## config.mk

```make
export PLATFORM = sky130hd
export DESIGN_NAME = esc_telemetry_frame_decoder
export DESIGN_NICKNAME = d
export VERILOG_FILES = /design/src/hw/rtl/escd_pkg.sv /design/src/hw/rtl/escd_front.sv /design/src/hw/rtl/escd_queue.sv /design/src/hw/rtl/escd_back.sv /design/src/hw/rtl/esc_telemetry_frame_decoder.sv
export SDC_FILE = /design/constraint.sdc
export NUM_CORES = 1
export LEC_CHECK = 0
export BUFFER_PORTS_ARGS = -buffer_cell sky130_fd_sc_hd__buf_2
export CORE_MARGIN = 2
export CORE_UTILIZATION = 57
export CTS_CLUSTER_SIZE = 12
export DETAILED_ROUTE_END_ITERATION = 8
export PLACE_DENSITY = 0.8
export SYNTH_ARGS = -nofsm -noshare
export SYNTH_HDL_FRONTEND = slang
export SYNTH_SLANG_ARGS = --single-unit
```

## constraint.sdc

```tcl
create_clock -name clk_i -period 7.95 [get_ports clk_i]
set_input_delay 1.1925 -clock clk_i [delete_from_list [all_inputs] [get_ports clk_i]]
set_output_delay 1.1925 -clock clk_i [all_outputs]
set_load 0.03 [all_outputs]
```

## src/hw/rtl/escd_pkg.sv

```systemverilog
// shared types, constants and crc function for the esc telemetry frame decoder
`timescale 1ns / 1ps
`default_nettype none

package escd_pkg;

  // frame layout
  localparam int FRAME_BYTES = 10;
  localparam int DATA_BYTES  = FRAME_BYTES - 1;
  localparam int POS_W       = $clog2(FRAME_BYTES);

  // crc-8, polynomial 0x07, msb first
  localparam logic [7:0] CRC_POLY = 8'h07;
  localparam logic [7:0] CRC_TOP  = 8'h80;

  // depth of the queue between front and back
  localparam int QUEUE_DEPTH = 2;
  localparam int QUEUE_PTR_W = $clog2(QUEUE_DEPTH);
  localparam int QUEUE_CNT_W = $clog2(QUEUE_DEPTH + 1);

  // one classified item handed from front to back
  typedef struct packed {
    logic [7:0]       data;
    logic [POS_W-1:0] pos;
    logic             last;
  } escd_item_t;

  // fold one byte into the running crc
  function automatic logic [7:0] crc8_fold(input logic [7:0] crc, input logic [7:0] data);
    logic [7:0] c;
    c = crc ^ data;
    for (int k = 0; k < 8; k++) begin
      if ((c & CRC_TOP) != 8'h00) begin
        c = (c << 1) ^ CRC_POLY;
      end else begin
        c = c << 1;
      end
    end
    return c;
  endfunction

endpackage

`default_nettype wire

```

## src/hw/rtl/escd_front.sv

```systemverilog
// front end: accepts bytes and tags each with its frame position
`timescale 1ns / 1ps
`default_nettype none

module escd_front (
  input  logic                clk_i,
  input  logic                rst_ni,
  input  logic                in_valid_i,
  output logic                in_ready_o,
  input  logic [7:0]          rx_byte_i,
  input  logic                frame_start_i,
  output logic                push_o,
  output escd_pkg::escd_item_t item_o,
  input  logic                full_i
);
  import escd_pkg::*;

  localparam logic [POS_W-1:0] LAST_POS = POS_W'(DATA_BYTES);

  logic [POS_W-1:0] pos_q, pos_d;
  logic [POS_W-1:0] pos_eff;
  logic             is_last;
  logic             accept;

  // take an item whenever the queue has room
  assign in_ready_o = !full_i;
  assign accept     = in_valid_i && in_ready_o;
  assign push_o     = accept;

  // classify the item: frame start restarts counting at byte 0
  assign pos_eff = frame_start_i ? '0 : pos_q;
  assign is_last = (pos_eff >= LAST_POS);

  assign item_o.data = rx_byte_i;
  assign item_o.pos  = pos_eff;
  assign item_o.last = is_last;

  // next position in the frame
  always_comb begin
    pos_d = pos_q;
    if (accept) begin
      pos_d = is_last ? '0 : pos_eff + POS_W'(1);
    end
  end

  always_ff @(posedge clk_i or negedge rst_ni) begin
    if (!rst_ni) begin
      pos_q <= '0;
    end else begin
      pos_q <= pos_d;
    end
  end

  // position never runs past the check byte
  a_pos_range: assert property (@(posedge clk_i) disable iff (!rst_ni) pos_q <= LAST_POS)
    else $error("frame position out of range");

  // a check byte always wraps the position back to zero
  a_wrap: assert property (@(posedge clk_i) disable iff (!rst_ni)
    accept && is_last |=> pos_q == '0)
    else $error("position did not wrap after check byte");

endmodule

`default_nettype wire

```

## src/hw/rtl/escd_queue.sv

```systemverilog
// short queue of classified items between front and back
`timescale 1ns / 1ps
`default_nettype none

module escd_queue (
  input  logic                clk_i,
  input  logic                rst_ni,
  input  logic                push_i,
  input  escd_pkg::escd_item_t item_i,
  output logic                full_o,
  input  logic                pop_i,
  output logic                valid_o,
  output escd_pkg::escd_item_t item_o
);
  import escd_pkg::*;

  escd_item_t             mem_q [QUEUE_DEPTH];
  logic [QUEUE_PTR_W-1:0] wr_ptr_q, wr_ptr_d;
  logic [QUEUE_PTR_W-1:0] rd_ptr_q, rd_ptr_d;
  logic [QUEUE_CNT_W-1:0] count_q, count_d;
  logic                   do_push, do_pop;

  assign full_o  = (count_q == QUEUE_CNT_W'(QUEUE_DEPTH));
  assign valid_o = (count_q != '0);
  assign item_o  = mem_q[rd_ptr_q];
  assign do_push = push_i && !full_o;
  assign do_pop  = pop_i && valid_o;

  // pointer and fill count update
  always_comb begin
    wr_ptr_d = wr_ptr_q;
    rd_ptr_d = rd_ptr_q;
    count_d  = count_q;
    if (do_push) begin
      wr_ptr_d = (wr_ptr_q == QUEUE_PTR_W'(QUEUE_DEPTH - 1)) ? '0 : wr_ptr_q + QUEUE_PTR_W'(1);
    end
    if (do_pop) begin
      rd_ptr_d = (rd_ptr_q == QUEUE_PTR_W'(QUEUE_DEPTH - 1)) ? '0 : rd_ptr_q + QUEUE_PTR_W'(1);
    end
    if (do_push && !do_pop) begin
      count_d = count_q + QUEUE_CNT_W'(1);
    end else if (do_pop && !do_push) begin
      count_d = count_q - QUEUE_CNT_W'(1);
    end
  end

  always_ff @(posedge clk_i or negedge rst_ni) begin
    if (!rst_ni) begin
      wr_ptr_q <= '0;
      rd_ptr_q <= '0;
      count_q  <= '0;
    end else begin
      wr_ptr_q <= wr_ptr_d;
      rd_ptr_q <= rd_ptr_d;
      count_q  <= count_d;
    end
  end

  // entry storage
  always_ff @(posedge clk_i) begin
    if (do_push) begin
      mem_q[wr_ptr_q] <= item_i;
    end
  end

  // fill count stays within the depth
  a_count: assert property (@(posedge clk_i) disable iff (!rst_ni)
    count_q <= QUEUE_CNT_W'(QUEUE_DEPTH))
    else $error("queue overfilled");

endmodule

`default_nettype wire

```

## src/hw/rtl/escd_back.sv

```systemverilog
// back end: crc accumulation, byte capture and result register
`timescale 1ns / 1ps
`default_nettype none

module escd_back (
  input  logic                clk_i,
  input  logic                rst_ni,
  input  logic                valid_i,
  input  escd_pkg::escd_item_t item_i,
  output logic                pop_o,
  output logic                out_valid_o,
  input  logic                out_ready_i,
  output logic [7:0]          temperature_o,
  output logic [15:0]         voltage_o,
  output logic [15:0]         current_o,
  output logic [15:0]         consumption_o,
  output logic [15:0]         rpm_o,
  output logic                crc_ok_o
);
  import escd_pkg::*;

  logic [7:0] cap_q [DATA_BYTES];
  logic [7:0] crc_q, crc_d;
  logic [7:0] crc_base;
  logic       out_valid_q, out_valid_d;
  logic       slot_free;
  logic       take_data, take_last;

  logic [7:0]  temperature_q;
  logic [15:0] voltage_q, current_q, consumption_q, rpm_q;
  logic        crc_ok_q;

  // data bytes always drain; the check byte needs a free result slot
  assign slot_free = !out_valid_q || out_ready_i;
  assign take_data = valid_i && !item_i.last;
  assign take_last = valid_i && item_i.last && slot_free;
  assign pop_o     = take_data || take_last;

  // byte 0 starts a fresh crc
  assign crc_base = (item_i.pos == '0) ? 8'h00 : crc_q;

  always_comb begin
    crc_d = crc_q;
    if (take_data) begin
      crc_d = crc8_fold(crc_base, item_i.data);
    end else if (take_last) begin
      crc_d = 8'h00;
    end
  end

  // result valid flag
  always_comb begin
    out_valid_d = out_valid_q;
    if (out_ready_i) begin
      out_valid_d = 1'b0;
    end
    if (take_last) begin
      out_valid_d = 1'b1;
    end
  end

  always_ff @(posedge clk_i or negedge rst_ni) begin
    if (!rst_ni) begin
      crc_q       <= 8'h00;
      out_valid_q <= 1'b0;
    end else begin
      crc_q       <= crc_d;
      out_valid_q <= out_valid_d;
    end
  end

  // capture data bytes at their frame position
  always_ff @(posedge clk_i) begin
    if (take_data) begin
      cap_q[item_i.pos] <= item_i.data;
    end
  end

  // result payload, loaded on the check byte
  always_ff @(posedge clk_i) begin
    if (take_last) begin
      temperature_q <= cap_q[0];
      voltage_q     <= {cap_q[1], cap_q[2]};
      current_q     <= {cap_q[3], cap_q[4]};
      consumption_q <= {cap_q[5], cap_q[6]};
      rpm_q         <= {cap_q[7], cap_q[8]};
      crc_ok_q      <= (item_i.data == crc_q);
    end
  end

  assign out_valid_o   = out_valid_q;
  assign temperature_o = temperature_q;
  assign voltage_o     = voltage_q;
  assign current_o     = current_q;
  assign consumption_o = consumption_q;
  assign rpm_o         = rpm_q;
  assign crc_ok_o      = crc_ok_q;

  // a consumed check byte always leaves a result pending
  a_result: assert property (@(posedge clk_i) disable iff (!rst_ni)
    take_last |=> out_valid_q && crc_q == 8'h00)
    else $error("check byte consumed without a result");

endmodule

`default_nettype wire

```

## src/hw/rtl/esc_telemetry_frame_decoder.sv

```systemverilog
// top level of the esc telemetry frame decoder
//
// Input channel: one telemetry byte per item on rx_byte_i, with frame_start_i
// marking byte 0 of a frame and dropping any partial frame. Without frame
// starts, bytes are grouped in tens by count from reset.
// Output channel: one item per complete ten-byte frame carrying temperature,
// voltage, current, consumption, rpm (big-endian 16-bit) and crc_ok, which
// says whether byte 9 equals the crc-8 (poly 0x07, init 0) of bytes 0 to 8.
// Throughput: one input item per cycle while in_ready_o is high; the front tags
// bytes with their position and a two-entry queue feeds the back, which folds
// one byte per cycle into the crc.
// Result path: an accepted check byte is written into the queue; once it is at
// the head of the queue and the result register is free, it loads the result
// register, which drives the output.
// Stall: data bytes keep draining while a result waits; a check byte waits
// in the queue until the result register is free, and once the queue holds
// two items in_ready_o drops.
// Reset: frame position, crc, queue and result valid clear; no result pends.
`timescale 1ns / 1ps
`default_nettype none

module esc_telemetry_frame_decoder (
  input  logic        clk_i,
  input  logic        rst_ni,
  input  logic        in_valid_i,
  output logic        in_ready_o,
  input  logic [7:0]  rx_byte_i,
  input  logic        frame_start_i,
  output logic        out_valid_o,
  input  logic        out_ready_i,
  output logic [7:0]  temperature_o,
  output logic [15:0] voltage_o,
  output logic [15:0] current_o,
  output logic [15:0] consumption_o,
  output logic [15:0] rpm_o,
  output logic        crc_ok_o
);
  import escd_pkg::*;

  escd_item_t push_item, head_item;
  logic       push, full, head_valid, pop;

  // classify incoming bytes
  escd_front u_front (
    .clk_i         (clk_i),
    .rst_ni        (rst_ni),
    .in_valid_i    (in_valid_i),
    .in_ready_o    (in_ready_o),
    .rx_byte_i     (rx_byte_i),
    .frame_start_i (frame_start_i),
    .push_o        (push),
    .item_o        (push_item),
    .full_i        (full)
  );

  // decouple front and back
  escd_queue u_queue (
    .clk_i   (clk_i),
    .rst_ni  (rst_ni),
    .push_i  (push),
    .item_i  (push_item),
    .full_o  (full),
    .pop_i   (pop),
    .valid_o (head_valid),
    .item_o  (head_item)
  );

  // crc, capture and result
  escd_back u_back (
    .clk_i         (clk_i),
    .rst_ni        (rst_ni),
    .valid_i       (head_valid),
    .item_i        (head_item),
    .pop_o         (pop),
    .out_valid_o   (out_valid_o),
    .out_ready_i   (out_ready_i),
    .temperature_o (temperature_o),
    .voltage_o     (voltage_o),
    .current_o     (current_o),
    .consumption_o (consumption_o),
    .rpm_o         (rpm_o),
    .crc_ok_o      (crc_ok_o)
  );

endmodule

`default_nettype wire
```

==> flow_summary_export.csv, run 1 <==
group,metric,value,unit
status,status,"complete, no violations",
setup_path,cp_cell_sequence,"mux2_2 -> o21ai_0 -> a21oi_4 -> buf_4 -> nor2_2 -> ha_1 -> xor2_1 -> nor2_1 -> xor2_1",
timing,slew-limit-headroom,0.2041,
yosys,synthAdderAreaFrac,0.007445,
timing,max_freq,0.2885,GHz
global_route,antenna_found_initial,0,
timing,post-route-period-util,0.4360,
clock_network,numCtsBuffers,17,
setup_path,cp_data_arrival_time,3800,ps
timing,finalClockSkew,5.771,ps
clock_network,h-tree-depth,4,
yosys,yosysSeqAreaShare,0.8271,
timing,worst_slew_pin_slew,1185,ps
power_and_ir_drop,powerDensity,447.9,nW/um2
route,drtAntennaViolNets,0,
yosys,synth_edf_count,171,
global_route,grtUsageTotal,0.1819,
floorplan,fp.dieH,112.6,um
worst_hold_path,worstHoldPathType,"flop to flop",
finish,fin_nets,472,
setup_path,worstSetupPathType,"flop to flop",
yosys,ys_ff_latch,188,
place,place_congestion,0.8175,
clock_network,clock_latency,420,ps
route,drt-pass1-iter-count,4,
power_and_ir_drop,peakVddDrop,0.2792,mV
floorplan,start_util,0.5863,
timing,fin_setup_tns,0,ps
floorplan,die_w,112.6,um
clock_network,cts_setup_buffers,0,
floorplan,fp-row-count,39,
setup_path,slowest_delay,1030,ps
timing,setup_viol,0,
finish,instances_no_fill,611,
setup_path,crit_top_cell,"xor2_1",
clock_network,clkSlewWorstSetupHoldPaths,70,ps
floorplan,io_pins,88,
timing,drv_slew,0,
finish,layout_common_cells,"edfxtp_1 (171), buf_2 (87), nand2_1 (23)",
yosys,syn-num-nets,371,
yosys,synth_compound_area_frac,0.02568,
clock_network,hold_buffers,0,
route,wl_per_cell,17.61,um
floorplan,core_area,11470,um2
yosys,synth-xor-area-share,0.05900,
finish,diodes,0,
setup_path,crit_required,8280,ps
finish,final_area,7906,um2
clock_network,cts_sinks,188,
yosys,syn_inst,354,
timing,finalHoldViolCount,0,
place,place_area,7310,um2
place,portBuffers,87,
global_route,grt_pass1_vias,3160,
setup_path,cp_num_buf_inv,1,
clock_network,clockBufferDepth,2,
route,routed_wl,10760,um
place,hpwl,7063,um
power_and_ir_drop,cellLeakagePower,2.936,nW
yosys,netlist-cell-type-count,39,
yosys,synth.area.mux_share,0.02140,
finish,final_common_cell,"edfxtp_1",
finish,area.growth.synth_to_final,17.61,%
yosys,yosys.area_share.simple,0.04355,
clock_network,clock-root-buffer,"clkbuf_16",
timing,rsz0062_at_grt,"no",
yosys,synth_flop_cell,"edfxtp_1",
yosys,syn_area_per_cell,18.99,um2
global_route,grt_pass1_wl,16990,um
setup_path,crit_slowest_cell,"dfrtp_1",
route,vias,3201,
timing,holdWs,414.8,ps
clock_network,cts_tree,"built",
global_route,globalRouteOverflowTotal,0,
floorplan,die_area,12680,um2
yosys,synth_top_family_by_area,"XOR/XNOR gates",
place,dp_cells,579,
route,drt-initial-drc-count,237,
clock_network,postCtsResizedCells,0,
yosys,ys_async_sr_fraction,0.09043,
route,drc,0,
setup_path,crit_fanout,74,
finish,drive_gt1_frac,0.2821,
global_route,grt_max_degree,75,
yosys,synthesis.area,6723,um2
setup_path,end_kind,"flop",
job,drv_cap,0,
route,viasPerCell,5.239,
yosys,yosys_warnings,0,
timing,period_needed,3466,ps
setup_path,cp_top_family,"flip-flops",
setup_path,worstSetupStartpointType,"flop",
cell usage after synthesis, types with 2 or more instances:
cell,instances,area [um2]
o21ai_0,9,45.04
nor2b_1,3,18.77
xor2_1,20,175.2
nand2b_1,3,18.77
xnor2_1,16,140.1
mux2i_2,2,27.53
a32oi_1,2,17.52
mux2i_1,6,60.06
clkbuf_1,3,11.26
nor3_1,3,15.01
nand4_1,2,12.51
xnor2_2,4,65.06
ha_1,4,50.05
edfxtp_1,171,5135
nand2_1,23,86.33
mux2i_4,2,45.04
nor2_1,20,75.07
o21ai_1,3,15.01
a21oi_1,5,25.02
o31ai_1,2,15.01
nand3_1,2,10.01
inv_1,16,60.06
dfrtp_1,17,425.4
flip-flops by register name, indices dropped and copies added (netlist names):
register            count
current_o              16
consumption_o          16
u_back.crc_q            8
u_front.pos_q           4
u_queue.mem_q          26
u_queue.count_q         2
u_queue.rd_ptr_q        1
rpm_o                  16
u_back.crc_ok_o         1
u_back.out_valid_o      1
voltage_o              16
u_back.cap_q           72
u_queue.wr_ptr_q        1
temperature_o           8
per-stage QoR:
step	utilization	total power, mW	setup slack, ps
after floorplan	-	2.454	1738
after global placement	0.6374	2.676	4632
after detailed placement	0.6374	2.719	4438
after CTS	0.6895	3.567	4411
after global routing	0.6895	3.715	4154
final	0.6895	3.541	4484
worst register-to-register path, delay by kind of cell (launching register included):
kind	cells	cell delay, ps
compound gates	2	330
xor+xnor	2	320
fa+ha+maj	1	270
buf+inv	1	700
flops	1	1030
mux	1	340
simple gates	2	380
path summary, 6_finish.rpt:
path | from | to | slack, ps | cells after the start
worst max-delay path | u_queue.rd_ptr_q | u_queue.count_q[1] | 4480 | 9
worst min-delay path | u_back.cap_q[2][7] | voltage_o[7] | 410 | 0
worst max register to register | u_queue.rd_ptr_q | u_queue.count_q[1] | 4480 | 9
worst min register to register | u_back.cap_q[2][7] | voltage_o[7] | 410 | 0
max in group asynchronous | rst_ni | u_back.crc_q[7] | 6920 | 1
min in group asynchronous | rst_ni | u_back.out_valid_o | 720 | 1
where the power goes:
group	internal [mW]	switching [mW]
combinational	0.375	0.763
clock	0.497	0.344
sequential	1.43	0.134
total	2.30	1.24
per-layer routing:
metal	track usage	up-vias	share of wire
met3	0.05832	7	0.062
li1	-	1505	-
met4	0.06992	0	0.0076
met2	0.2878	107	0.50
met5	0	-	0
met1	0.2392	1582	0.43
cells by family (layout without fill, tap and decap cells):
family / after synthesis / after routing
flops: 188 / 188
simple gates: 61 / 61
xor+xnor: 41 / 41
compound gates: 27 / 27
buf+inv: 22 / 136
mux: 11 / 11
fa+ha+maj: 4 / 4
cell type report:
| type | count | area [um2] |
|---|---|---|
| Tap cell | 143 | 178.9 |
| Clock inverter | 13 | 163.9 |
| Inverter | 16 | 60.06 |
| Multi-Input combinational cell | 144 | 1067 |
| Fill cell | 715 | 3561 |
| Timing Repair Buffer | 88 | 442.9 |
| Sequential cell | 188 | 5560 |
| Clock buffer | 19 | 432.9 |
No activity file was read; power rests on OpenSTA's default activity.
==> run 2, diff against run 1 <==
--- a/config.mk
+++ b/config.mk
@@ -5,6 +5,7 @@
 export SDC_FILE = /design/constraint.sdc
 export NUM_CORES = 1
 export LEC_CHECK = 0
+export ABC_AREA = 1
 export BUFFER_PORTS_ARGS = -buffer_cell sky130_fd_sc_hd__buf_2
 export CORE_MARGIN = 2
 export CORE_UTILIZATION = 57
==> constraint.sdc (replaced) <==
create_clock -name clk_i -period 3.2 [get_ports clk_i]
set_input_delay 0.48 -clock clk_i [delete_from_list [all_inputs] [get_ports clk_i]]
set_output_delay 0.48 -clock clk_i [all_outputs]
set_load 0.03 [all_outputs]
==> run 2 against run 1 <==
  * Cell count increased by 12%
  * Worst setup slack got worse by 3900 ps
  * Maximum frequency increased by 31%
  * Highest routed layer unchanged
  * Largest cell class unchanged
  * Critical path type unchanged
==> flow_summary_export.csv, run 2 <==
group,metric,value,unit
status,status,"complete, no violations",
finish,fin_nets,546,
yosys,synth_commonest_cells,"edfxtp_1 (171), nand2_1 (103), inv_1 (26), nand3_1 (23), dfrtp_1 (17)",
finish,layout_common_cells,"edfxtp_1 (171), nand2_1 (103), buf_2 (87)",
finish,multiInputGateArea,988.4,um2
clock_network,clkSlewWorstSetupHoldPaths,70,ps
yosys,synth_edf_count,171,
timing,setup_viol,0,
yosys,yosys_warnings,0,
finish,largest_register,"u_back.cap_q",
yosys,yosysSeqAreaShare,0.8299,
finish,regArea,5560,um2
finish,fillers,701,
setup_path,crit_required,3260,ps
timing,finalHoldViolCount,0,
place,portBuffers,87,
route,vias,3642,
finish,largest_reg_flops,72,
timing,worst_slew_pin_slew,1024,ps
global_route,grt_pass1_vias,3678,
floorplan,io_pins,88,
power_and_ir_drop,p_total,9.244,mW
global_route,antenna_found_initial,0,
floorplan,die_area,12640,um2
global_route,grtUsageTotal,0.2082,
yosys,ys_ff_latch,188,
clock_network,cts_sinks,188,
job,drv_cap,0,
timing,post-route-period-util,0.8283,
clock_network,numCtsBuffers,17,
route,drt-pass1-iter-count,5,
global_route,grt_pass1_wl,19380,um
place,place_congestion,0.8641,
route,wl_per_cell,17.84,um
yosys,synth.area.top_cells,"edfxtp_1 (77%), dfrtp_1 (6.3%), nand2_1 (5.8%), nand3_1 (1.7%), inv_1 (1.5%)",
finish,top_regs,"u_back.cap_q: 72 flops, u_queue.mem_q: 26 flops",
global_route,grt_max_degree,74,
clock_network,clock_latency,430,ps
floorplan,fp-row-count,39,
setup_path,worstSetupStartpointType,"flop",
timing,fin_setup_tns,0,ps
finish,diodes,0,
clock_network,h-tree-depth,4,
route,drtAntennaViolNets,0,
floorplan,core_area,11470,um2
finish,drive_gt1_frac,0.2699,
clock_network,clock-root-buffer,"clkbuf_16",
clock_network,cts_tree,"built",
floorplan,start_util,0.5843,
route,viasPerCell,5.325,
yosys,syn_area_per_cell,15.95,um2
global_route,globalRouteOverflowTotal,0,
timing,max_freq,0.3773,GHz
clock_network,clockBufferDepth,2,
yosys,syn_inst,420,
timing,period_needed,2651,ps
timing,finalClockSkew,7.957,ps
yosys,synthesis.area,6700,um2
power_and_ir_drop,cellLeakagePower,3.134,nW
setup_path,end_kind,"flop",
setup_path,worstSetupPathType,"flop to flop",
yosys,synth_top_area_share,0.7664,
power_and_ir_drop,peakVddDrop,0.7275,mV
yosys,synth_flop_cell,"edfxtp_1",
floorplan,die_w,112.4,um
yosys,synth.largest_area_cell,"edfxtp_1",
timing,holdWs,241.0,ps
place,hpwl,7893,um
clock_network,postCtsResizedCells,0,
timing,drv_slew,0,
route,routed_wl,12200,um
timing,slew-limit-headroom,0.3148,
power_and_ir_drop,powerDensity,1166,nW/um2
setup_path,cp_data_arrival_time,2710,ps
route,drc,0,
yosys,netlist-cell-type-count,30,
route,drt-initial-drc-count,364,
worst_hold_path,worstHoldPathType,"input pin to flop",
timing,rsz0062_at_grt,"no",
floorplan,fp.dieH,112.4,um
finish,final_common_cell,"edfxtp_1",
yosys,ys_async_sr_fraction,0.09043,
yosys,synth.most_common_cell,"edfxtp_1",
setup_path,crit_fanout,15,
finish,area.growth.synth_to_final,18.28,%
yosys,syn-num-nets,437,
[run 2: changes by cell type in the layout (fill, tap and decap cells not counted), moves of 4 or more]
cell / previous run / this run
nand2_1: 23 / 103
buf_4: 1 / 5
xor2_1: 20 / 6
inv_1: 16 / 25
nor2_1: 20 / 16
nand2_2: 0 / 10
o21ai_0: 9 / 3
inv_2: 0 / 7
mux2i_1: 6 / 0
xnor2_1: 16 / 3
nand3_1: 2 / 23
xnor2_2: 4 / 0
o22ai_1: 0 / 5
[run 2: cell families (layout without fill, tap and decap cells)]
| group | after synthesis | count (layout) | share of synthesized area |
|---|---|---|---|
| compound gates | 14 | 14 | 0.01251 |
| buf+inv | 37 | 158 | 0.02259 |
| xor+xnor | 10 | 10 | 0.01419 |
| flops | 188 | 188 | 0.8299 |
| fa+ha+maj | 4 | 4 | 0.007470 |
| simple gates | 167 | 167 | 0.1134 |
[run 2: worst max-delay path: stages, from the launching register on]
cell	delay [ps]
dfrtp_1	630
inv_2	240
nand2_1	110
nand2_1	70
a21oi_1	330
nand4_1	300
nor2_1	590
[run 2: timing repair]
| action | in CTS | in global routing |
|---|---|---|
| hold buffers | 1 | 0 |
| endpoints found under the setup margin | 0 | 0 |
| setup buffers | 0 | 0 |
| hold endpoints to repair | 17 | 0 |
[run 2: metrics by stage]
step / cells / utilization / area, um2 / setup WS, ps
2_1_floorplan: 420 / - / 6704 / 55.26
3_3_place_gp: 652 / 0.6394 / 7332 / 753.4
3_5_place_dp: 652 / 0.6394 / 7332 / 560.1
4_1_cts: 684 / 0.6911 / 7925 / 564.5
5_1_grt: 684 / 0.6911 / 7925 / 224.6
6_report: 684 / 0.6911 / 7925 / 549.4
[run 2: metal layers]
metal,GRT usage,vias up,share of wire
met5,0,-,0
met4,0.09106,0,0.019
met3,0.05724,21,0.062
met2,0.3305,149,0.48
met1,0.2751,1764,0.44
li1,-,1708,-
[run 2: final cells by class]
| cell class | count | area share |
|---|---|---|
| Clock buffer | 17 | 0.05368 |
| Clock inverter | 14 | 0.01989 |
| Inverter | 34 | 0.01658 |
| Multi-Input combinational cell | 195 | 0.1247 |
| Sequential cell | 188 | 0.7016 |
| Tap cell | 143 | 0.02258 |
| Timing Repair Buffer | 93 | 0.06094 |
[run 2: worst paths after layout]
kind                                     from                    to  slack, ps  depth (start not counted)
hold / removal                   rx_byte_i[6]  u_queue.mem_q[1][11]        240                          1
setup / recovery             u_queue.rd_ptr_q    u_back.cap_q[5][5]        550                          6
hold reg to reg            u_back.cap_q[1][4]         voltage_o[12]        410                          0
setup reg to reg             u_queue.rd_ptr_q    u_back.cap_q[5][5]        550                          6
min in group asynchronous              rst_ni       u_back.crc_q[2]        520                          2
max in group asynchronous              rst_ni      u_front.pos_q[1]       2380                          2
[run 2: power breakdown]
part,internal (mW),switching (mW)
logic,0.823,2.48
clock network,1.17,0.901
registers,3.65,0.234
total,5.63,3.61
